File: src/rtl/cbp_pkg.sv
`default_nettype none
// ----------------------------------------------------------------------------
// cbp_pkg
// Shared types and constants for the covalent bond perception block.
// ----------------------------------------------------------------------------
package cbp_pkg;

    localparam int MAX_ATOMS_DEF = 64;
    localparam int COORD_W       = 20;
    localparam int RAD_W         = 12;
    localparam int TOL_W         = 12;
    localparam int IDX_W         = 6;
    localparam int MAX_RESULTS   = 63;
    localparam int BCNT_W        = $clog2(MAX_RESULTS + 1);
    localparam int DIFF_W        = COORD_W + 1;
    localparam int LIM_W         = RAD_W + 2;
    localparam int PROD_W        = 2 * DIFF_W;
    localparam int ACC_W         = PROD_W;

    localparam logic [TOL_W-1:0] TOL_RESET = TOL_W'(461);

    // APB register map
    localparam int          APB_AW   = 3;
    localparam logic        REG_TOL  = 1'b0;   // word index of bond_tolerance

    typedef struct packed {
        logic [RAD_W-1:0]          r;
        logic signed [COORD_W-1:0] z;
        logic signed [COORD_W-1:0] y;
        logic signed [COORD_W-1:0] x;
    } atom_t;

    typedef enum logic [1:0] {
        SEL_X,
        SEL_Y,
        SEL_Z,
        SEL_LIM
    } mul_sel_t;

    typedef struct packed {
        logic     mul_en;
        mul_sel_t mul_sel;
        logic     acc_load;
        logic     acc_add;
    } dp_ctrl_t;

    typedef enum logic [3:0] {
        ST_IDLE,
        ST_READ,
        ST_MUL_X,
        ST_MUL_Y,
        ST_MUL_Z,
        ST_MUL_LIM,
        ST_CMP,
        ST_FINISH,
        ST_OVF
    } state_t;

endpackage
`default_nettype wire

File: src/rtl/cbp_dist_unit.sv
`default_nettype none
// ----------------------------------------------------------------------------
// cbp_dist_unit
// Shared multiplier with accumulator: builds the squared distance over three
// passes, squares the bond limit on a fourth, then compares.
// ----------------------------------------------------------------------------
module cbp_dist_unit (
    input  wire logic                            clk,
    input  wire cbp_pkg::dp_ctrl_t               ctrl,
    input  wire cbp_pkg::atom_t                  new_atom,
    input  wire cbp_pkg::atom_t                  old_atom,
    input  wire logic [cbp_pkg::TOL_W-1:0]       tol,
    output logic                                 in_reach
);

    localparam int DW = cbp_pkg::DIFF_W;
    localparam int CW = cbp_pkg::COORD_W;
    localparam int LW = cbp_pkg::LIM_W;

    logic signed [CW-1:0]          a_coord;
    logic signed [CW-1:0]          b_coord;
    logic signed [DW-1:0]          diff;
    logic [DW-1:0]                 mag;
    logic [LW-1:0]                 lim;
    logic [DW-1:0]                 mul_op;
    logic [cbp_pkg::PROD_W-1:0]    prod_reg;
    logic [cbp_pkg::ACC_W-1:0]     acc_reg;

    always_comb
    begin
        case (ctrl.mul_sel)
            cbp_pkg::SEL_X:
            begin
                a_coord = new_atom.x;
                b_coord = old_atom.x;
            end
            cbp_pkg::SEL_Y:
            begin
                a_coord = new_atom.y;
                b_coord = old_atom.y;
            end
            default:
            begin
                a_coord = new_atom.z;
                b_coord = old_atom.z;
            end
        endcase
    end

    assign diff = DW'(a_coord) - DW'(b_coord);
    assign mag  = diff[DW-1] ? DW'(-diff) : DW'(diff);
    assign lim  = LW'(new_atom.r) + LW'(old_atom.r) + LW'(tol);

    assign mul_op = (ctrl.mul_sel == cbp_pkg::SEL_LIM) ? DW'(lim) : mag;

    // product of pass k is folded into the sum during pass k+1
    always_ff @(posedge clk)
    begin
        if (ctrl.mul_en)
        begin
            prod_reg <= mul_op * mul_op;
        end
        if (ctrl.acc_load)
        begin
            acc_reg <= prod_reg;
        end
        else if (ctrl.acc_add)
        begin
            acc_reg <= acc_reg + prod_reg;
        end
    end

    assign in_reach = (acc_reg <= prod_reg);

endmodule
`default_nettype wire

File: config.mk
export PLATFORM = sky130hd
export DESIGN_NAME = cbp_dist_unit
export DESIGN_NICKNAME = d
export VERILOG_FILES = /design/src/rtl/cbp_pkg.sv /design/src/rtl/cbp_dist_unit.sv
export SDC_FILE = /design/constraint.sdc
export NUM_CORES = 1
export LEC_CHECK = 0
export CORE_MARGIN = 2
export CORE_UTILIZATION = 35
export CTS_BUF_LIST = sky130_fd_sc_hd__clkbuf_16
export DETAILED_ROUTE_END_ITERATION = 10
export DONT_BUFFER_PORTS = 1
export SLEW_MARGIN = 25
export SYNTH_ARGS = -nofsm -noshare
export SYNTH_HDL_FRONTEND = slang
export SYNTH_SLANG_ARGS = --single-unit
File: constraint.sdc
create_clock -name clk -period 14.7 [get_ports clk]
set_clock_uncertainty 0.1 [all_clocks]
set_input_delay 2.94 -clock clk [delete_from_list [all_inputs] [get_ports clk]]
set_output_delay 2.94 -clock clk [all_outputs]
set_load 0.02 [all_outputs]
=== Word-level counts from Yosys, hierarchy flattened ===
Cells that the tools add are included.
Widths: inputs -> output; s select.

* $lt $le $gt $ge: 1
* Reduce and logical (&&, ||, !) cells: 2
* Add/sub/neg operators: 5
* Equality and inequality tests: 2
* Muxes and demuxes: 6
* Multiply operators: 1

{| class="wikitable"
|+ Operator list
! operator !! number
|-
| $mux 42 || 2
|-
| $pmux 20 s2 || 2
|-
| $add 42x42->42 || 1
|-
| $le 42x42->1 || 1
|-
| $mul 21x21->42 || 1
|-
| $mux 21 || 2
|-
| $neg 21->21 || 1
|-
| $sub 20x20->21 || 1
|-
| $add 13x12->14 || 1
|-
| $add 12x12->13 || 1
|-
| $eq 2x1->1 const B || 1
|-
| $eq 2x2->1 const B || 1
|-
| $logic_not 2->1 || 1
|-
| $reduce_bool 2->1 || 1
|}

* Register bits after elaboration: 84
* Input bits: 162
* Word-level logic and storage cells: 19
* Output and inout port bits: 1

=== Depth between registers and ports, before layout ===
* Word-level depth: 7
* Gate-level depth with buffers: 44
* Gate-level depth less buffers: 40

=== Worst setup path before layout ===
OpenSTA, ideal clock, no wires.

* Kind: input to register
* Start point: input ctrl[2] (netlist name)
* End point: register prod_reg[36] (netlist name) (data pin)
* Required time: 14.342 ns
* Arrival time: 12.726 ns
* Buffers on the path: 4
* Stages: 41
* Slack: 1.616 ns
* Setup time: 0.258 ns
* Path through: clkbuf_1 -> clkbuf_1 -> mux2i_1 -> nor2_1 -> a21oi_1 -> ha_1 -> inv_1 -> fa_1 -> a21o_2 -> a2111oi_4 -> a31oi_1 -> a32oi_2 -> nand4_1 -> o31ai_2 -> xnor2_1 -> mux2i_4 -> inv_2 -> clkbuf_1 -> (+5 left out) -> fa_1 -> fa_1 -> inv_1 -> fa_1 -> fa_1 -> inv_1 -> fa_1 -> ha_1 -> and4_1 -> and2_0 -> a221oi_1 -> a211oi_1 -> o31a_1 -> a41o_1 -> o21ai_0 -> nand2b_1 -> a21oi_1 -> xnor2_1

* Longest elaborated chain between the ends: 7
* Elaborated cells on any way between the ends: 10
* Those cells by class: add/sub (2); mul (1); eq/ne (2); mux (4); reduce/logical (1)

{| class="wikitable"
|+ Ends and longest elaborated chain
! item !! RTL line !! RTL
|-
| from (decl) || cbp_dist_unit.sv:9 || <nowiki>input wire cbp_pkg::dp_ctrl_t ctrl,</nowiki>
|-
| $eq 2x1->1 / $logic_not 2->1 (equally long branches) || cbp_dist_unit.sv:31 || <nowiki>case (ctrl.mul_sel)</nowiki>
|-
| $pmux 20 s2 || cbp_dist_unit.sv:31 ||
|-
| $sub 20x20->21 || cbp_dist_unit.sv:50 || <nowiki>assign diff = DW'(a_coord) - DW'(b_coord);</nowiki>
|-
| $neg 21->21 || cbp_dist_unit.sv:51 || <nowiki>assign mag = diff[DW-1] ? DW'(-diff) : DW'(diff);</nowiki>
|-
| $mux 21 || cbp_dist_unit.sv:51 ||
|-
| $mux 21 (*) || cbp_dist_unit.sv:54 || <nowiki>assign mul_op = (ctrl.mul_sel == cbp_pkg::SEL_LIM) ? DW'(lim) : mag;</nowiki>
|-
| $mul 21x21->42 (*) || cbp_dist_unit.sv:61 || <nowiki>prod_reg <= mul_op * mul_op;</nowiki>
|-
| to (signal assigned) || cbp_dist_unit.sv:61 ||
|-
| to (decl) || cbp_dist_unit.sv:26 || <nowiki>logic [cbp_pkg::PROD_W-1:0] prod_reg;</nowiki>
|}

Mark *: on every way between the ends. The rest lies on a longest branch, timed or not.
A chain may end at the register's enable or synchronous reset.

=== Final worst setup path ===
Same ends and word-level chain as after synthesis.

==> flow_metrics.env <==
export IMPL_outcome="completed"
export IMPL_cp_slowest_cell="inv_1"
export IMPL_drive_above_1_share=0.03851
export IMPL_hold_viol=0
export IMPL_post_cts_resized=0
export IMPL_route_detailed_wl_per_inst_um=17.48
export IMPL_yosysSeqAreaShare=0.1141
export IMPL_io_pins=163
export IMPL_end_kind="flop"
export IMPL_cp_data_required_time_ns=14.70
export IMPL_critical_path_startpoint_type="primary input"
export IMPL_crit_path_frequent_cell="fa_1"
export IMPL_totalWireLength_um=57330
export IMPL_drt_iter0_drc=913
export IMPL_fin_crit_ns=13.55
export IMPL_async_reset_ff_frac=0
export IMPL_synth_compound_area_frac=0.1400
export IMPL_fin_crit_sh=0.9216
export IMPL_dr_pass1_iters=5
export IMPL_syn_avg_cell_area_um2=8.815
export IMPL_dr_wl_met2_um=26610
export IMPL_tightest_slew_ns=1.003
export IMPL_track_usage=0.1815
export IMPL_cts_inserted_buffers=9
export IMPL_clk_pin_slew_ns=0.07
export IMPL_yosys_area_top_type="fa_1"
export IMPL_yosys_area_share_simple=0.1305
export IMPL_totalNegativeSetupSlack_ns=0
export IMPL_synth_fa_ha_area_frac=0.4477
export IMPL_ys_top_cells_by_count="438 x inv_1, 324 x fa_1, 263 x ha_1"
export IMPL_cts_root_buf="clkbuf_16"
export IMPL_clk_latency_ns=0.35
export IMPL_viasPerCell=5.090
export IMPL_synth_most_common_cell="inv_1"
export IMPL_cts_setup_buffers=0
export IMPL_port_buffers=0
export IMPL_synthFlopType="edfxtp_1"
export IMPL_yosys_area_top_type_share=0.2970
export IMPL_die_h_um=253.8
export IMPL_wl_met1_um=26160
export IMPL_crit_fanout=42
export IMPL_drc_errors=0
export IMPL_synth_edff_count=83
export IMPL_max_clock_path_buffers=2
export IMPL_grt_pass1_vias=17600
export IMPL_drv_slew=0
export IMPL_synth_xor_area_frac=0.04435
export IMPL_slew_headroom=0.3299
export IMPL_yosysWarnings=0
export IMPL_dieArea_um2=64400
export IMPL_num_rows=91
export IMPL_grt_max_degree=83
export IMPL_setup_violations=0
export IMPL_highest_layer="met4"
export IMPL_core_um2=61710
export IMPL_cts_tree="built"
export IMPL_synth_area_leaders="fa_1 30%, ha_1 15%, edfxtp_1 11%, inv_1 7.5%, nor2_1 4.1%"
export IMPL_h_tree_depth=3
export IMPL_cpPeakStageDelay_ns=0.59
export IMPL_vias=16690
export IMPL_start_util=0.3538
export IMPL_crit_arrival_ns=13.55
export IMPL_cap_violations=0
export IMPL_postRouteAntennaNets=0
export IMPL_fin_nets=3185
export IMPL_max_freq_mhz=73.82
export IMPL_worst_setup_path_type="in2reg"
export IMPL_synth_top_family_by_area="adder cells"
export IMPL_synthMuxAreaShare=0.02831
export IMPL_dp_hpwl_um=48110
export IMPL_wl_met3_um=3256
export IMPL_netlist_instances=2477
export IMPL_netlist_cell_type_count=92
export IMPL_overflow=0
export IMPL_netlist_area_um2=21840
export IMPL_largest_reg_flops=42
export IMPL_gp_congestion=0.9177
export IMPL_rsz0062_at_grt="no"
export IMPL_cts_sinks=83
export IMPL_ys_ff_latch=83
export IMPL_postCtsHoldBufs=0
export IMPL_grt_pass1_wl_um=93000
export IMPL_antenna_found_initial=2
export IMPL_hold_class="reg2reg"
export IMPL_die_w_um=253.8
export IMPL_syn_to_final_growth_pct=5.449
## layout make-up
class	count	area, um^2
flip-flops and latches	83	2492
repair buffers	26	195.2
well taps	837	1047
clock buffers	9	225.2
fillers	6314	38690
clock inverters	7	58.81
diodes	2	5.005
inverters	444	1667
multi-input cells	1872	17340
## path summary, 6_finish.rpt
check | from | to | slack (ns) | depth (start not counted)
worst max-delay path | ctrl[2] | prod_reg[36]$_DFFE_PP_ | 1.15 | 39
worst min-delay path | prod_reg[13]$_DFFE_PP_ | acc_reg[13]$_DFFE_PP_ | 0.48 | 2
worst max register to register | prod_reg[7]$_DFFE_PP_ | acc_reg[30]$_DFFE_PP_ | 10.64 | 11
worst min register to register | prod_reg[13]$_DFFE_PP_ | acc_reg[13]$_DFFE_PP_ | 0.48 | 2
## routing by layer
layer	track usage	vias to the layer above
met3	0.02704	68
met2	0.3049	481
met4	0.04571	0
met1	0.2446	8151
met5	0	-
li1	-	7994
## worst max-delay path: cells and delay by family
kind	cells	cell delay, ns
AO/OA/AOI/OAI	14	3.32
XOR/XNOR	2	0.26
adder cells (fa/ha/maj)	10	4.61
buffers and inverters	7	0.91
multiplexers	1	0.09
AND/OR/NAND/NOR	5	1.42
## through the flow
step / util / instance area, um^2 / setup WS [ns] / instances / hold WS [ns]
2_1_floorplan: - / 21890 / 1.616 / 2491 / 0.4518
3_3_place_gp: 0.3684 / 22740 / 1.105 / 3262 / 0.4706
3_5_place_dp: 0.3684 / 22740 / 0.8750 / 3262 / 0.4759
4_1_cts: 0.3730 / 23020 / 1.262 / 3278 / 0.4885
5_1_grt: 0.3731 / 23030 / 0.5904 / 3280 / 0.5297
6_report: 0.3731 / 23030 / 1.153 / 3280 / 0.4831
## cells in the final DEF (no fill, tap or decap), types with 7 or more instances in the layout
| cell | n |
|---|---|
| nand2b_1 | 24 |
| a21o_1 | 49 |
| nand3_1 | 27 |
| xnor2_1 | 76 |
| nor2_1 | 239 |
| a21oi_1 | 132 |
| and2_1 | 12 |
| o211ai_1 | 12 |
| nor4_1 | 11 |
| buf_4 | 26 |
| or2_2 | 7 |
| o21ai_0 | 96 |
| nor3_1 | 31 |
| fa_1 | 324 |
| xor2_1 | 32 |
| and3_1 | 10 |
| ha_1 | 263 |
| o21a_1 | 21 |
| a211oi_1 | 16 |
| clkbuf_16 | 9 |
| mux2i_1 | 55 |
| nand2_1 | 214 |
| o21ai_1 | 11 |
| o31ai_1 | 17 |
| a31oi_1 | 16 |
| edfxtp_1 | 83 |
| nor2b_1 | 11 |
| o21bai_1 | 27 |
| a221oi_1 | 7 |
| inv_1 | 438 |
| conb_1 | 16 |
| or3_1 | 8 |
| nand4_1 | 14 |
## cells by family after synthesis
family / Yosys count
DFF: 83
adders and majority gates: 587
buffers and inverters: 536
other: 2
AOI/OAI and AO/OA: 467
xor gates and xnor gates: 109
and+or+nand+nor: 633
muxes: 60
Power is not shown: default switching activity piles up to over one toggle a cycle in this logic, so the estimate is an artifact.
