$ cat src/rtl/cbp_pkg.sv
`default_nettype none
// ----------------------------------------------------------------------------
// cbp_pkg
// Shared types and constants for the covalent bond perception block.
// ----------------------------------------------------------------------------
package cbp_pkg;

    localparam int MAX_ATOMS_DEF = 64;
    localparam int COORD_W       = 20;
    localparam int RAD_W         = 12;
    localparam int TOL_W         = 12;
    localparam int IDX_W         = 6;
    localparam int MAX_RESULTS   = 63;
    localparam int BCNT_W        = $clog2(MAX_RESULTS + 1);
    localparam int DIFF_W        = COORD_W + 1;
    localparam int LIM_W         = RAD_W + 2;
    localparam int PROD_W        = 2 * DIFF_W;
    localparam int ACC_W         = PROD_W;

    localparam logic [TOL_W-1:0] TOL_RESET = TOL_W'(461);

    // APB register map
    localparam int          APB_AW   = 3;
    localparam logic        REG_TOL  = 1'b0;   // word index of bond_tolerance

    typedef struct packed {
        logic [RAD_W-1:0]          r;
        logic signed [COORD_W-1:0] z;
        logic signed [COORD_W-1:0] y;
        logic signed [COORD_W-1:0] x;
    } atom_t;

    typedef enum logic [1:0] {
        SEL_X,
        SEL_Y,
        SEL_Z,
        SEL_LIM
    } mul_sel_t;

    typedef struct packed {
        logic     mul_en;
        mul_sel_t mul_sel;
        logic     acc_load;
        logic     acc_add;
    } dp_ctrl_t;

    typedef enum logic [3:0] {
        ST_IDLE,
        ST_READ,
        ST_MUL_X,
        ST_MUL_Y,
        ST_MUL_Z,
        ST_MUL_LIM,
        ST_CMP,
        ST_FINISH,
        ST_OVF
    } state_t;

endpackage
`default_nettype wire

$ cat src/rtl/cbp_ctrl.sv
`default_nettype none
// ----------------------------------------------------------------------------
// cbp_ctrl
// Sequencer: walks the stored atoms, drives the shared unit, holds one bond
// back so the last one can be marked, and owns the result register.
// ----------------------------------------------------------------------------
module cbp_ctrl #(
    parameter int MAX_ATOMS = cbp_pkg::MAX_ATOMS_DEF
) (
    input  wire logic                          clk,
    input  wire logic                          rst_n,
    input  wire logic                          in_valid,
    output logic                               in_ready,
    input  wire logic                          in_start,
    input  wire logic                          in_reach,
    output cbp_pkg::dp_ctrl_t                  dp_ctrl,
    output logic                               mem_we,
    output logic [$clog2(MAX_ATOMS)-1:0]       mem_waddr,
    output logic                               mem_re,
    output logic [$clog2(MAX_ATOMS)-1:0]       mem_raddr,
    output logic                               out_valid,
    input  wire logic                          out_ready,
    output logic [cbp_pkg::IDX_W-1:0]          out_earlier,
    output logic [cbp_pkg::IDX_W-1:0]          out_new,
    output logic                               out_bonded,
    output logic                               out_overflow,
    output logic                               out_last
);

    localparam int AW = $clog2(MAX_ATOMS);
    localparam int CW = $clog2(MAX_ATOMS + 1);
    localparam int IW = cbp_pkg::IDX_W;
    localparam int BW = cbp_pkg::BCNT_W;

    cbp_pkg::state_t state_reg, state_next;
    logic [CW-1:0]   count_reg, count_next;
    logic [AW-1:0]   idx_reg, idx_next;
    logic [AW-1:0]   i_reg, i_next;
    logic [BW-1:0]   bcnt_reg, bcnt_next;
    logic            pend_valid_reg, pend_valid_next;
    logic [AW-1:0]   pend_e_reg, pend_e_next;
    logic            out_valid_reg, out_valid_next;
    logic [IW-1:0]   out_e_reg, out_e_next;
    logic [IW-1:0]   out_n_reg, out_n_next;
    logic            out_b_reg, out_b_next;
    logic            out_o_reg, out_o_next;
    logic            out_l_reg, out_l_next;

    logic [CW-1:0]   eff_count;
    logic            out_free;
    logic            hit;

    assign eff_count = in_start ? '0 : count_reg;
    assign out_free  = !out_valid_reg || out_ready;
    assign hit       = in_reach && (bcnt_reg < BW'(cbp_pkg::MAX_RESULTS));

    always_ff @(posedge clk or negedge rst_n)
    begin
        if (!rst_n)
        begin
            state_reg      <= cbp_pkg::ST_IDLE;
            count_reg      <= '0;
            idx_reg        <= '0;
            i_reg          <= '0;
            bcnt_reg       <= '0;
            pend_valid_reg <= 1'b0;
            out_valid_reg  <= 1'b0;
        end
        else
        begin
            state_reg      <= state_next;
            count_reg      <= count_next;
            idx_reg        <= idx_next;
            i_reg          <= i_next;
            bcnt_reg       <= bcnt_next;
            pend_valid_reg <= pend_valid_next;
            out_valid_reg  <= out_valid_next;
        end
    end

    always_ff @(posedge clk)
    begin
        pend_e_reg <= pend_e_next;
        out_e_reg  <= out_e_next;
        out_n_reg  <= out_n_next;
        out_b_reg  <= out_b_next;
        out_o_reg  <= out_o_next;
        out_l_reg  <= out_l_next;
    end

    always_comb
    begin
        state_next      = state_reg;
        count_next      = count_reg;
        idx_next        = idx_reg;
        i_next          = i_reg;
        bcnt_next       = bcnt_reg;
        pend_valid_next = pend_valid_reg;
        pend_e_next     = pend_e_reg;
        out_valid_next  = out_valid_reg && !out_ready;
        out_e_next      = out_e_reg;
        out_n_next      = out_n_reg;
        out_b_next      = out_b_reg;
        out_o_next      = out_o_reg;
        out_l_next      = out_l_reg;
        in_ready        = 1'b0;
        mem_we          = 1'b0;
        mem_waddr       = eff_count[AW-1:0];
        mem_re          = 1'b0;
        mem_raddr       = i_reg;
        dp_ctrl         = '0;
        dp_ctrl.mul_sel = cbp_pkg::SEL_X;

        case (state_reg)
            cbp_pkg::ST_IDLE:
            begin
                in_ready = 1'b1;
                if (in_valid)
                begin
                    count_next = eff_count;
                    if (eff_count >= CW'(MAX_ATOMS))
                    begin
                        state_next = cbp_pkg::ST_OVF;
                    end
                    else
                    begin
                        // new atom goes in now; the walk only reads below it
                        mem_we          = 1'b1;
                        idx_next        = eff_count[AW-1:0];
                        count_next      = eff_count + 1'b1;
                        i_next          = '0;
                        bcnt_next       = '0;
                        pend_valid_next = 1'b0;
                        state_next      = (eff_count == '0) ? cbp_pkg::ST_FINISH
                                                            : cbp_pkg::ST_READ;
                    end
                end
            end
            cbp_pkg::ST_READ:
            begin
                mem_re     = 1'b1;
                state_next = cbp_pkg::ST_MUL_X;
            end
            cbp_pkg::ST_MUL_X:
            begin
                dp_ctrl.mul_en  = 1'b1;
                dp_ctrl.mul_sel = cbp_pkg::SEL_X;
                state_next      = cbp_pkg::ST_MUL_Y;
            end
            cbp_pkg::ST_MUL_Y:
            begin
                dp_ctrl.mul_en   = 1'b1;
                dp_ctrl.mul_sel  = cbp_pkg::SEL_Y;
                dp_ctrl.acc_load = 1'b1;
                state_next       = cbp_pkg::ST_MUL_Z;
            end
            cbp_pkg::ST_MUL_Z:
            begin
                dp_ctrl.mul_en  = 1'b1;
                dp_ctrl.mul_sel = cbp_pkg::SEL_Z;
                dp_ctrl.acc_add = 1'b1;
                state_next      = cbp_pkg::ST_MUL_LIM;
            end
            cbp_pkg::ST_MUL_LIM:
            begin
                dp_ctrl.mul_en  = 1'b1;
                dp_ctrl.mul_sel = cbp_pkg::SEL_LIM;
                dp_ctrl.acc_add = 1'b1;
                state_next      = cbp_pkg::ST_CMP;
            end
            cbp_pkg::ST_CMP:
            begin
                // a second bond pushes the held one out; wait if that's blocked
                if (!(hit && pend_valid_reg && !out_free))
                begin
                    if (hit)
                    begin
                        if (pend_valid_reg)
                        begin
                            out_valid_next = 1'b1;
                            out_e_next     = IW'(pend_e_reg);
                            out_n_next     = IW'(idx_reg);
                            out_b_next     = 1'b1;
                            out_o_next     = 1'b0;
                            out_l_next     = 1'b0;
                        end
                        pend_valid_next = 1'b1;
                        pend_e_next     = i_reg;
                        bcnt_next       = bcnt_reg + 1'b1;
                    end
                    i_next     = AW'(i_reg + 1'b1);
                    state_next = (AW'(i_reg + 1'b1) == idx_reg) ? cbp_pkg::ST_FINISH
                                                                : cbp_pkg::ST_READ;
                end
            end
            cbp_pkg::ST_FINISH:
            begin
                if (out_free)
                begin
                    out_valid_next = 1'b1;
                    out_e_next     = pend_valid_reg ? IW'(pend_e_reg) : '0;
                    out_n_next     = IW'(idx_reg);
                    out_b_next     = pend_valid_reg;
                    out_o_next     = 1'b0;
                    out_l_next     = 1'b1;
                    state_next     = cbp_pkg::ST_IDLE;
                end
            end
            cbp_pkg::ST_OVF:
            begin
                if (out_free)
                begin
                    out_valid_next = 1'b1;
                    out_e_next     = '0;
                    out_n_next     = '0;
                    out_b_next     = 1'b0;
                    out_o_next     = 1'b1;
                    out_l_next     = 1'b1;
                    state_next     = cbp_pkg::ST_IDLE;
                end
            end
            default:
            begin
                state_next = cbp_pkg::ST_IDLE;
            end
        endcase
    end

    assign out_valid    = out_valid_reg;
    assign out_earlier  = out_e_reg;
    assign out_new      = out_n_reg;
    assign out_bonded   = out_b_reg;
    assign out_overflow = out_o_reg;
    assign out_last     = out_l_reg;

endmodule
`default_nettype wire

$ cat config.mk
export PLATFORM = sky130hd
export DESIGN_NAME = cbp_ctrl
export DESIGN_NICKNAME = d
export VERILOG_FILES = /design/src/rtl/cbp_pkg.sv /design/src/rtl/cbp_ctrl.sv
export SDC_FILE = /design/constraint.sdc
export NUM_CORES = 1
export LEC_CHECK = 0
export ABC_CLOCK_PERIOD_IN_PS = 5500
export BUFFER_PORTS_ARGS = -buffer_cell sky130_fd_sc_hd__buf_2
export CAP_MARGIN = 25
export CORE_MARGIN = 5
export CORE_UTILIZATION = 35
export DETAILED_ROUTE_END_ITERATION = 12
export SLEW_MARGIN = 15
export SYNTH_ARGS = -nofsm -noshare
export SYNTH_HDL_FRONTEND = slang
export SYNTH_SLANG_ARGS = --single-unit
$ cat constraint.sdc
create_clock -name clk -period 5.5 [get_ports clk]
set_input_delay 0 -clock clk [delete_from_list [all_inputs] [get_ports clk]]
set_output_delay 0 -clock clk [all_outputs]
set_load 0.01 [all_outputs]
# [Yosys cells after proc, flatten, opt, wreduce, memory -nomap -nowiden]
# Cells that the tools add are included.
[totals] ff_bits=52 out_inout_bits=36 elab_cells=118
[op_classes] add_sub_neg=3 n_lt_le_gt_ge=2 eq_ne=17 n_mux=58 bitwise_logic=2 n_reduce_logical=23
[op_table] operator="$mux W6" count=15
[op_table] operator="$pmux W6 S3" count=2
[op_table] operator="$pmux W4 S8" count=1
[op_table] operator="$mux W1" count=24
[op_table] operator="$pmux W6 S2" count=2
[op_table] operator="$eq A4 B3 Y1 const B" count=4
[op_table] operator="$mux W4" count=4
[op_table] operator="$mux W7" count=2
[op_table] operator="$ne A2 B2 Y1 const B" count=7
[op_table] operator="$add A6 B1 Y6 const B" count=2
[op_table] operator="$pmux W3 S4" count=1
[op_table] operator="$reduce_and A5 Y1" count=2
[op_table] operator="$reduce_and A3 Y1" count=3
[op_table] operator="$eq A4 B2 Y1 const B" count=2
[op_table] operator="$add A7 B1 Y7 const B" count=1
[op_table] operator="$ge A7 B7 Y1 const B" count=1
[op_table] operator="$logic_not A7 Y1" count=1
[op_table] operator="$eq A6 B6 Y1" count=1
[op_table] operator="$lt A6 B6 Y1 const B" count=1
[op_table] operator="$mux W3" count=2
[op_table] operator="$pmux W1 S2" count=3
[op_table] operator="$pmux W1 S3" count=2
[op_table] operator="$reduce_and A6 Y1" count=1
[op_table] operator="$eq A4 B1 Y1 const B" count=1
[op_table] operator="12 further kinds" count=20

# [Longest topological paths before layout]
# Gate-level depths: netlist of the first run.
[depth] ltp_word=6 depth_mapped=8 mapped_depth_nobuf=7

# [Worst setup path before layout of the first run]
# Ideal clock, no wire load.
[synth_path] path_kind="flip-flop to flip-flop" start="reg bcnt_reg[0]" end="reg out_b_reg (netlist: out_bonded), enable pin" setup_ns=0.390 arrival_time_ns=1.948 slack_ns=3.162 path_stages_with_launch=7 n_path_buf=0 path_cell_list="dfrtp_1 > ha_1 > and4_1 > a21oi_1 > a21o_1 > a31oi_1 > a21oi_1"
[synth_between] elab_chain_len=6
[synth_rtl] element="start: declaration" line="cbp_ctrl.sv:39" source="logic [BW-1:0] bcnt_reg, bcnt_next;"
[synth_rtl] element="start signal: assignment" line="cbp_ctrl.sv:75" source="bcnt_reg <= bcnt_next;"
[synth_rtl] element="$lt A6 B6 Y1 *" line="cbp_ctrl.sv:55" source="assign hit = in_reach && (bcnt_reg < BW'(cbp_pkg::MAX_RESULTS));"
[synth_rtl] element="$logic_and A1 B1 Y1 *" line="cbp_ctrl.sv:55"
[synth_rtl] element="$logic_and A1 B1 Y1 (2 in series)" line="cbp_ctrl.sv:174" source="if (!(hit && pend_valid_reg && !out_free))"
[synth_rtl] element="$ne A2 B2 Y1 (no source line)"
[synth_rtl] element="$reduce_and A6 Y1 (no source line) *"
[synth_rtl] element="end signal: assignment" line="cbp_ctrl.sv:86" source="out_b_reg <= out_b_next;"
[synth_rtl] element="end: declaration" line="cbp_ctrl.sv:45" source="logic out_b_reg, out_b_next;"
# Every way passes the cells marked *; elsewhere a longest branch is shown, timed or not.
# A chain may end at the register's enable or synchronous reset.

# [Worst setup path in the final report of the first run]
[layout_path] start="reg state_reg[1]" end="reg out_n_reg[0] (netlist: out_new[0]), enable pin"
[layout_between] elab_chain_len=3
[layout_rtl] element="start: declaration" line="cbp_ctrl.sv:35" source="cbp_pkg::state_t state_reg, state_next;"
[layout_rtl] element="start signal: assignment" line="cbp_ctrl.sv:61" source="state_reg <= cbp_pkg::ST_IDLE;"
[layout_rtl] element="start signal: assignment" line="cbp_ctrl.sv:71" source="state_reg <= state_next;"
[layout_rtl] element="$eq A4 B3 Y1 / $eq A4 B4 Y1 (equally long branches)" line="cbp_ctrl.sv:114" source="case (state_reg)"
[layout_rtl] element="$ne A2 B2 Y1 (no source line) / $reduce_bool A3 Y1 (equally long branches)"
[layout_rtl] element="$reduce_and A6 Y1 (no source line) *"
[layout_rtl] element="end signal: assignment" line="cbp_ctrl.sv:85" source="out_n_reg <= out_n_next;"
[layout_rtl] element="end: declaration" line="cbp_ctrl.sv:44" source="logic [IW-1:0] out_n_reg, out_n_next;"
# Marked as above.

==> results of run 1 <==
## cells in the final DEF (no fill, tap or decap), types with 6 or more instances in the layout
master	netlist	layout
and2_1	15	15
nand2_1	18	18
edfxtp_1	21	21
nor2b_1	8	8
a21oi_1	11	11
buf_2	5	41
xnor2_1	6	6
dfrtp_1	31	31
o21ai_0	15	15
inv_1	11	11
nand3_1	9	9
nor2_1	13	13
## routing by layer
layer	vias up	track usage, %	share of wire, %
li1	982	-	-
met2	40	18.77	46
met3	7	2.943	4.6
met4	0	3.301	1.2
met1	946	15.61	48
met5	-	0	0
## cells by family after synthesis
group	Yosys count	share of synthesized area, %
AOI/OAI and AO/OA	54	13.41
buffers and inverters	21	3.586
adders and majority gates	4	1.863
muxes	9	4.378
DFF	52	52.35
and+or+nand+nor	97	20.82
xor gates and xnor gates	11	3.586
## cell usage after synthesis, types with 2 or more instances
master     number  share of area [%]
a211oi_1        2               0.56
a21o_1          2               0.56
a21oi_1        11                2.0
a22o_1          4                1.3
a31o_2          2               0.65
a31oi_1         2               0.47
and2_1         15                3.5
and3_1          3               0.70
and4_1          2               0.65
buf_2           5               0.93
clkbuf_1        3               0.42
dfrtp_1        31                 29
edfxtp_1       21                 23
ha_1            4                1.9
inv_1          11                1.5
mux2_2          2               0.84
mux2_4          5                2.8
mux2i_1         2               0.75
nand2_1        18                2.5
nand2b_1        4               0.93
nand3_1         9                1.7
nand3b_1        5                1.4
nand4_1         3               0.70
nor2_1         13                1.8
nor2b_1         8                1.9
nor3_1          3               0.56
o2111ai_1       4                1.3
o211ai_1        2               0.56
o21ai_0        15                2.8
or3_1           3               0.70
xnor2_1         6                2.0
xor2_1          5                1.6
## stage by stage
| stage | utilization, % | instance area, sq um | instances | power [mW] |
|---|---|---|---|---|
| CTS | 41.00 | 3119 | 391 | 1.392 |
| global placement | 39.06 | 2972 | 382 | 1.071 |
| floorplan | - | 2686 | 248 | 0.9242 |
| finish | 41.00 | 3119 | 391 | 1.374 |
| detailed placement | 39.06 | 2972 | 382 | 1.075 |
| global route | 41.00 | 3119 | 391 | 1.475 |
## final cells by class
type	instances	area [sq um]	area share (%)
Timing Repair Buffer	43	222.7	7.140
Multi-Input combinational cell	175	1184	37.95
Sequential cell	52	1406	45.09
Clock inverter	3	68.82	2.206
Inverter	11	41.29	1.324
Clock buffer	5	68.82	2.206
Tap cell	102	127.6	4.091
## timing repair
action,in CTS,in global routing
endpoints found under the hold margin,31,0
hold buffers,1,0
setup buffers,0,0
## where the power goes
group	internal, mW	total [mW]	switching (mW)
clock network	0.183	0.312	0.128
registers	0.494	0.597	0.103
logic	0.212	0.465	0.254
total	0.889	1.37	0.485
## critical path, stage by stage (launching register included)
cell	delay (ns)
dfrtp_1	0.56
or4b_1	0.73
inv_1	0.15
a31oi_1	0.07
a21oi_1	0.16
buf_4	0.25
## worst min-delay path by stage
stage | from | end | slack (ns) | cells past startpoint
floorplan | rst_n | bcnt_reg[0] | -0.30 | 0
global placement | rst_n | count_reg[4] | 0.1 | 1
detailed placement | rst_n | count_reg[4] | 0.11 | 1
CTS | in_start | count_reg[6] | 0.03 | 2
global route | in_start | count_reg[6] | 0.05 | 2
finish | in_start | count_reg[6] | 0.04 | 2
==> results.md, run 1 <==
* Status: complete, no violations
* RR Startpoint: state_reg[1]
* CTS root buf: clkbuf_8
* Die Span Y at 97.61 um
* Antenna violations before repair at 0
* Core area at 0.007607 sq mm
* Post-DR vias/cell at 5.051
* Period utilization at 40.41%
* Pwr dens at 440.6 mW/mm^2
* CTS tree: done
* Remaining DRCs at 0
* Pin count of the biggest net entering global routing at 32
* Ys async rst share at 59.62%
* Worst reg-to-reg setup slack at 3.28 ns
* Number of flip-flops in the largest register at 7
* First-pass GRT wire length at 9197 um
* Gr ovfl total at 0
* Hold WC Path Type: input pin to flop
* Final-report max-slew violation count at 0
* PortBufs at 41
* Detail Route Antenna Nets at 0
* IO Pins at 42
* Chip width at 97.61 um
* Peak Freq at 449.9 MHz
* Setup crit end: out_new[0]
* Proportion of layout cells with a drive suffix above 1 at 22.49%
* Critical Path Source Type: flop
* Clock skew at 0.005525 ns
* Max H-tree Level at 2
* Worst flop-to-flop path endpoint: out_new[0]
* Placer Congestion at 0.8563
* Final hold violations at 0
* Final worst slack at 3.277 ns
* DIE AREA at 0.009528 sq mm
* Fin nets at 298
* Num CTS Buffers at 5
* DR iter-0 viols at 103
* Register area share after synthesis at 52.35%
* Pleak at 1.406 nW
* Post-DP HPWL at 4131 um
* Via count at 1975
* Slew of the pin with the lowest slew margin at 0.7333 ns
* RSZ-0062 raised after global routing: no
* Clock buffer depth at 2
* Hold Slack at 0.04311 ns
* Post-synth EDFFs at 21
* Syn Area/Cell at 10.83 sq um
* Number of diodes at 0
* Fill cells at 776
* Mapped Area at 0.002686 sq mm
* Reg2reg path depth at 5
* Max_cap viols at 0
* Setup crit start: state_reg[1]
* Gate Count Post-Synth at 248
* Final wirelength at 5552 um
* Distinct cell type count after synthesis at 55
* Post-synth top flop: dfrtp_1
* Syn_nets at 258
* Worst skew pair latency at 0.30 ns
* Syn. warnings at 0
* Worst EP arrival at 2.23 ns
* Fin crit period at 2.223 ns
* Clock Sinks at 52
* CP endpoint kind: flop
* Final setup fails at 0
* Gr usage total at 11.68%
* Clk slew on worst S/H paths at 0.10 ns
* Post-CTS Resized at 0
* DP Worst Slack at 3.289 ns
* Area growth syn-to-layout at 16.12%
* Drt pass-1 iters at 4
* Critical path type: flop to flop
* Std cell rows at 32
* Initial Utilization at 35.31%
* Register bit total from synthesis at 52
* WL/cell at 14.20 um
* WP data required at 5.50 ns
* Number of global-route vias before repair at 1904
* Setup TNS at 0 ns
* Worst relative slew slack at 51.12%
* Crit Path Max Fanout at 17
* Max VDD drop at 0.2368 mV
(Power assumes the default switching activity.)
==> run 2, diff against run 1 <==
--- a/config.mk
+++ b/config.mk
@@ -5,7 +5,7 @@
 export SDC_FILE = /design/constraint.sdc
 export NUM_CORES = 1
 export LEC_CHECK = 0
-export ABC_CLOCK_PERIOD_IN_PS = 5500
+export ABC_CLOCK_PERIOD_IN_PS = 2300
 export BUFFER_PORTS_ARGS = -buffer_cell sky130_fd_sc_hd__buf_2
 export CAP_MARGIN = 25
 export CORE_MARGIN = 5
==> constraint.sdc (replaced) <==
create_clock -name clk -period 2.3 [get_ports clk]
set_input_delay 0 -clock clk [delete_from_list [all_inputs] [get_ports clk]]
set_output_delay 0 -clock clk [all_outputs]
set_load 0.01 [all_outputs]
==> run 2 against run 1 <==
Combinational power rose to 2.6 times the previous value. Non-clock buffer count up 4. First-iteration DRC count down 28%. Largest power group unchanged.
==> results.md, run 2 (synthesis results as in run 1) <==
* Overall power at 3.216 mW (+130%)
* IO Pins at 42 (unchanged)
* Final hold violations at 0 (unchanged)
* Slowest CP cell: dfrtp_1
* Period utilization at 87.06% (+47 points)
* Hold WC Path Type: input pin to flop
* Die Span Y at 97.61 um (unchanged)
* Setup bufs post-CTS at 0 (unchanged)
* Clk slew on worst S/H paths at 0.10 ns (about the same)
* Final setup fails at 0 (unchanged)
* CTS tree: done
* Pin count of the biggest net entering global routing at 32 (unchanged)
* Clock Sinks at 52 (unchanged)
* Setup TNS at 0 ns (unchanged)
* Buf+Inv Stages, Crit Path at 0 (-2)
* GR Layer Usage met1 at 17.24% (+1.6 points)
* Fin crit period at 2.002 ns (-0.2204 ns)
* Area growth syn-to-layout at 16.40%
* DIE AREA at 0.009528 sq mm (unchanged)
* Drt pass-1 iters at 4 (unchanged)
* Remaining DRCs at 0 (unchanged)
* Gr usage total at 12.28% (+0.60 points)
* Final-report max-slew violation count at 0 (unchanged)
* Via count at 1970 (-0.25%)
* Std cell rows at 32 (unchanged)
* Fill cells at 776 (unchanged)
* Detail Route Antenna Nets at 0 (unchanged)
* RSZ-0062 raised after global routing: no
* Gr ovfl total at 0 (unchanged)
* WP data required at 2.49 ns (-3.01 ns)
* CTS root buf: clkbuf_8
* Peak Freq at 499.4 MHz (+11%)
* Leading cell type in the layout, fill and taps excluded: buf_2
* Status: complete, no violations
* Max VDD drop at 0.4918 mV (+110%)
* Worst skew pair latency at 0.30 ns (about the same)
* Chip width at 97.61 um (unchanged)
* Clock buffer depth at 2 (unchanged)
* Fin nets at 302 (+1.3%)
* Post-DR vias/cell at 4.987 (-1.3%)
* GR met2 Demand/Resource at 19.72% (+0.95 points)
* Top delay family on crit path: compound AO/OA/AOI/OAI gates
* PortBufs at 41 (unchanged)
* Max H-tree Level at 2 (unchanged)
* First-pass GRT wire length at 9632 um (+4.7%)
* Pwr dens at 1028 mW/mm^2 (+130%)
* Number of global-route vias before repair at 1895 (-0.47%)
* Critical Path Source Type: flop
* Busiest layer in global routing: met2
* Crit-path cells: ha_1 -> and4_1 -> a211oi_2 -> nor2_1 -> a21o_1 -> a22o_1
* Critical path type: flop to flop
* Proportion of layout cells with a drive suffix above 1 at 23.55% (+1.1 points)
* Post-DP HPWL at 4201 um (+1.7%)
* CP endpoint kind: flop
* Initial Utilization at 35.31% (unchanged)
* Pleak at 1.412 nW (+0.39%)
* Final wirelength at 5617 um (+1.2%)
* Placer Congestion at 0.8312 (-2.9%)
* Worst EP arrival at 2.19 ns (-0.04 ns)
* Worst relative slew slack at 51.21% (+0.093 points)
* Num CTS Buffers at 5 (unchanged)
* Crit Path Max Fanout at 7 (-10)
* Met3 usage at 2.441% (-0.50 points)
* Crit-path max cell delay at 0.41 ns (-0.32 ns)
* Core area at 0.007607 sq mm (unchanged)
* Clock skew at 0.009103 ns (+0.003578 ns)
* WL/cell at 14.22 um (+0.15%)
* Slew of the pin with the lowest slew margin at 0.7319 ns (-0.001399 ns)
* Max_cap viols at 0 (unchanged)
* Antenna violations before repair at 0 (unchanged)
* Number of flip-flops in the largest register at 7 (unchanged)
* Number of diodes at 0 (unchanged)
* Most frequent cells in the layout: buf_2 (41), dfrtp_1 (31), edfxtp_1 (21), nand2_1 (18)
* DR iter-0 viols at 74 (-28%)
[run 2: cell types whose count changed in the layout (fill, tap and decap cells not counted), sizes merged]
cell,before,now
clkbuf,5,6
bufinv,2,1
buf,42,46
[run 2: metal layers]
metal	part of all wire [%]	vias to the layer above	wire length, um
met5	0	-	0
met4	0.69	0	39
met3	4.0	4	222
met2	47	37	2648
met1	48	937	2707
li1	-	992	-
[run 2: layout make-up]
cell class | instances | area (sq um) | area share, %
tap | 102 | 127.6 | 4.082
inverter | 11 | 41.29 | 1.321
clock inverter | 2 | 38.79 | 1.240
multi-input combinational | 175 | 1187 | 37.98
clock buffer | 6 | 72.57 | 2.321
sequential | 52 | 1406 | 44.98
timing repair buffer | 47 | 252.7 | 8.083
[run 2: worst reg2reg max path: cells and delay by family (launching register included)]
kind,cells,cell delay [ns]
adder cells (fa/ha/maj),1,0.26
AO/OA/AOI/OAI,3,0.78
flip-flops,1,0.41
AND/OR/NAND/NOR,2,0.43
[run 2: final timing paths]
path                                    from           end  slack, ns  cells after the start
worst min register to register  count_reg[0]  count_reg[0]       0.52                      1
worst min-delay path                in_start  count_reg[6]       0.04                      2
max in group asynchronous              rst_n  mem_raddr[0]       1.55                      2
worst max register to register   bcnt_reg[0]  mem_raddr[3]       0.30                      6
min in group asynchronous              rst_n  count_reg[4]       0.27                      2
worst max-delay path             bcnt_reg[0]  mem_raddr[3]       0.30                      6
[run 2: report_power, final]
group | leakage, nW | internal (mW) | switching, mW
clock | 0.0558 | 0.329 | 0.301
combinational | 0.746 | 0.541 | 0.659
sequential | 0.610 | 1.18 | 0.203
[run 2: timing repair]
action                    in CTS  in global routing
hold buffers                   1                  0
resized for setup              0                  0
hold endpoints to repair      31                  0
[run 2: metrics by stage]
| stage | hold slack (ns) | cells | util [%] | setup slack, ns | area [sq um] |
|---|---|---|---|---|---|
| floorplan | -0.2956 | 248 | - | 0.2602 | 2690 |
| global placement | 0.1019 | 386 | 39.51 | 0.3523 | 3005 |
| detailed placement | 0.1035 | 386 | 39.51 | 0.3317 | 3005 |
| CTS | 0.02975 | 395 | 41.10 | 0.2999 | 3127 |
| global route | 0.04304 | 395 | 41.10 | 0.1604 | 3127 |
| finish | 0.03730 | 395 | 41.10 | 0.2977 | 3127 |
==> run 3, diff against run 2 <==
--- a/config.mk
+++ b/config.mk
@@ -5,6 +5,7 @@
 export SDC_FILE = /design/constraint.sdc
 export NUM_CORES = 1
 export LEC_CHECK = 0
+export ABC_AREA = 1
 export ABC_CLOCK_PERIOD_IN_PS = 2300
 export BUFFER_PORTS_ARGS = -buffer_cell sky130_fd_sc_hd__buf_2
 export CAP_MARGIN = 25
==> run 3 against run 2 <==
Total power up 3.5%. Synthesized cell count up 19%. Critical path depth grew 2. Worst hold slack improved by 0.012 ns. Largest cell class unchanged. Sequential share of layout area rose by 0.81 points. Global-route usage increased by 1.0 points. Non-clock buffer count is 4 lower. First-iteration DRC count rose by 20%. Cell area shrank 1.8%. Fmax up 6.6%. Clock skew down 0.00069 ns. Highest routed layer unchanged. Critical path type unchanged. Register-to-register slack gained 0.12 ns.
==> results.md, run 3 <==
* Status: complete, no violations
* Worst skew pair latency at 0.30 ns (about the same)
* Slowest CP cell: dfrtp_1
* Via count at 2034 (+3.2%)
* Num CTS Buffers at 5 (unchanged)
* CTS tree: done
* WL/cell at 12.49 um (-12%)
* Setup TNS at 0 ns (unchanged)
* Fin nets at 353 (+17%)
* Final-report max-slew violation count at 0 (unchanged)
* WP data required at 2.31 ns (-0.18 ns)
* Post-synth top flop: dfrtp_1
* Max_cap viols at 0 (unchanged)
* PortBufs at 41 (unchanged)
* Setup bufs post-CTS at 0 (unchanged)
* Number of global-route vias before repair at 2056 (+8.5%)
* Post-DR vias/cell at 4.591 (-7.9%)
* Crit-path cells: inv_2 -> nand2_4 -> nor3_4 -> nor2_4 -> inv_1 -> a21oi_1 -> nor3_2 -> buf_4
* Worst relative slew slack at 50.72% (-0.49 points)
* Min-delay src: in_reach
* Std cell rows at 31 (-3.1%)
* Gr ovfl total at 0 (unchanged)
* Post-DP Area at 0.002947 sq mm (-2.0%)
* Synth top area share at 29.64% (+0.76 points)
* Synth cell count leaders: nand2_1 (62), inv_1 (46), nor2_1 (34)
* DIE AREA at 0.009308 sq mm (-2.3%)
* Gate Count Post-Synth at 295 (+19%)
* Fill cells at 737 (-5.0%)
* Post-synth EDFFs at 21 (unchanged)
* CTS root buf: clkbuf_8
* Synth area leaders: dfrtp_1 (30%), edfxtp_1 (24%), nand2_1 (8.9%)
* Max H-tree Level at 2 (unchanged)
* RSZ-0062 raised after global routing: no
* Critical Path Source Type: flop
* Number of diodes at 0 (unchanged)
* Proportion of layout cells with a drive suffix above 1 at 22.38% (-1.2 points)
* Chip width at 96.48 um (-1.2%)
* Final setup fails at 0 (unchanged)
* RR Startpoint: state_reg[1]
* Detail Route Antenna Nets at 0 (unchanged)
* Setup crit start: state_reg[1]
* Gr usage total at 13.29% (+1.0 points)
* Final wirelength at 5533 um (-1.5%)
* Pleak at 1.453 nW (+3.0%)
* Register bit total from synthesis at 52 (unchanged)
* Pwr dens at 1084 mW/mm^2 (+5.4%)
* Clock skew at 0.008412 ns (-0.0006901 ns)
* Register Area at 0.001406 sq mm (unchanged)
* Crit Path Max Fanout at 14 (+7)
* Core area at 0.007253 sq mm (-4.7%)
* Crit-path max cell delay at 0.45 ns (+0.04 ns)
* Clock buffer depth at 2 (unchanged)
* Syn. warnings at 0 (unchanged)
* Mapped Area at 0.002618 sq mm (-2.6%)
* Initial Utilization at 36.09% (+0.78 points)
* Fin crit period at 1.879 ns (-0.1231 ns)
* Remaining DRCs at 0 (unchanged)
* DR iter-0 viols at 89 (+20%)
* First-pass GRT wire length at 9591 um (-0.43%)
* Register area share after synthesis at 53.73% (+1.4 points)
* Hold WC Path Type: input pin to flop
* Buf+Inv Stages, Crit Path at 3 (+3)
* IO Pins at 42 (unchanged)
* Largest area contributor in the netlist: dfrtp_1
* Drt pass-1 iters at 5 (+1)
* Placer Congestion at 0.8613 (+3.6%)
* Top delay family on crit path: simple AND/OR/NAND/NOR gates
* Critical path type: flop to flop
* Antenna violations before repair at 0 (unchanged)
* Clk slew on worst S/H paths at 0.10 ns (about the same)
* Count leader, synth: nand2_1
* Slew of the pin with the lowest slew margin at 0.7392 ns (+0.007330 ns)
* Peak Freq at 532.1 MHz (+6.6%)
* Area of the multi-input gates at 997.2 sq um (-16%)
* Max VDD drop at 0.3939 mV (-20%)
* Syn_nets at 305 (+18%)
* Die Span Y at 96.48 um (-1.2%)
* Ys async rst share at 59.62% (unchanged)
* Syn Area/Cell at 8.873 sq um (-18%)
* Most frequent cells in the layout: nand2_1 (62), inv_1 (46), buf_2 (41), nor2_1 (34), dfrtp_1 (31)
* Pin count of the biggest net entering global routing at 32 (unchanged)
* Area growth syn-to-layout at 17.35%
* Distinct cell type count after synthesis at 32 (-42%)
* Number of flip-flops in the largest register at 7 (unchanged)
* Clock Sinks at 52 (unchanged)
* CP endpoint kind: flop
* Post-route cell area at 0.003072 sq mm (-1.8%)
* Final hold violations at 0 (unchanged)
* Leading cell type in the layout, fill and taps excluded: nand2_1
* Post-DP HPWL at 4288 um (+2.1%)
* Worst EP arrival at 1.88 ns (-0.31 ns)
* Period utilization at 81.70% (-5.4 points)
==> run 3: per-stage QoR <==
step | utilization, % | power [mW] | setup slack [ns] | hold WS, ns | std cells
finish | 42.35 | 3.328 | 0.4208 | 0.04973 | 443
CTS | 42.35 | 3.375 | 0.4036 | 0.03522 | 443
global placement | 40.62 | 2.713 | 0.4792 | 0.1073 | 434
global route | 42.35 | 3.631 | 0.2613 | 0.03728 | 443
floorplan | - | 2.309 | 0.2385 | -0.2956 | 295
detailed placement | 40.62 | 2.725 | 0.4213 | 0.1139 | 434
==> run 3: cell type report <==
class | count | area share [%]
sequential | 52 | 45.78
multi-input combinational | 186 | 32.46
timing repair buffer | 43 | 7.251
inverter | 55 | 6.721
tap | 99 | 4.033
clock buffer | 5 | 2.240
clock inverter | 3 | 1.507
==> run 3: timing repair <==
item,CTS,global route
endpoints found under the hold margin,31,0
hold buffers,1,0
gates resized for setup,0,0
==> run 3: kinds of logic (layout without fill, tap and decap cells) <==
logic type | count (synthesis) | after routing | share of synthesized area [%]
AO/OA/AOI/OAI | 36 | 36 | 8.270
buffers and inverters | 57 | 106 | 8.365
flip-flops | 52 | 52 | 53.73
adder cells (fa/ha/maj) | 4 | 4 | 1.912
XOR/XNOR | 7 | 7 | 2.342
AND/OR/NAND/NOR | 139 | 139 | 25.38
==> run 3: path summary, 6_finish.rpt <==
path / end / slack [ns] / cells after the start
worst max-delay path: out_earlier[1] / 0.42 / 8
worst min-delay path: pend_valid_reg / 0.05 / 3
worst max register to register: out_earlier[1] / 0.42 / 8
worst min register to register: count_reg[0] / 0.53 / 2
max in group asynchronous: mem_raddr[4] / 1.54 / 2
min in group asynchronous: idx_reg[4] / 0.28 / 2
==> run 3: worst register-to-register path: cells and delay by family, from the launching register on <==
family                 cells  cell delay, ns
DFF                        1            0.45
AOI/OAI and AO/OA          1            0.07
buffers and inverters      3            0.48
and+or+nand+nor            4            0.58
==> run 3: power by group <==
| part | switching (mW) | internal (mW) |
|---|---|---|
| clock | 0.311 | 0.328 |
| sequential | 0.169 | 1.22 |
| combinational | 0.848 | 0.450 |
==> run 3: metal layers <==
metal | share of wire (%) | GRT usage [%] | up-vias
met5 | 0 | 0 | -
li1 | - | - | 1042
met3 | 4.9 | 3.098 | 7
met1 | 48 | 17.77 | 933
met4 | 1.7 | 4.089 | 0
met2 | 46 | 21.44 | 52
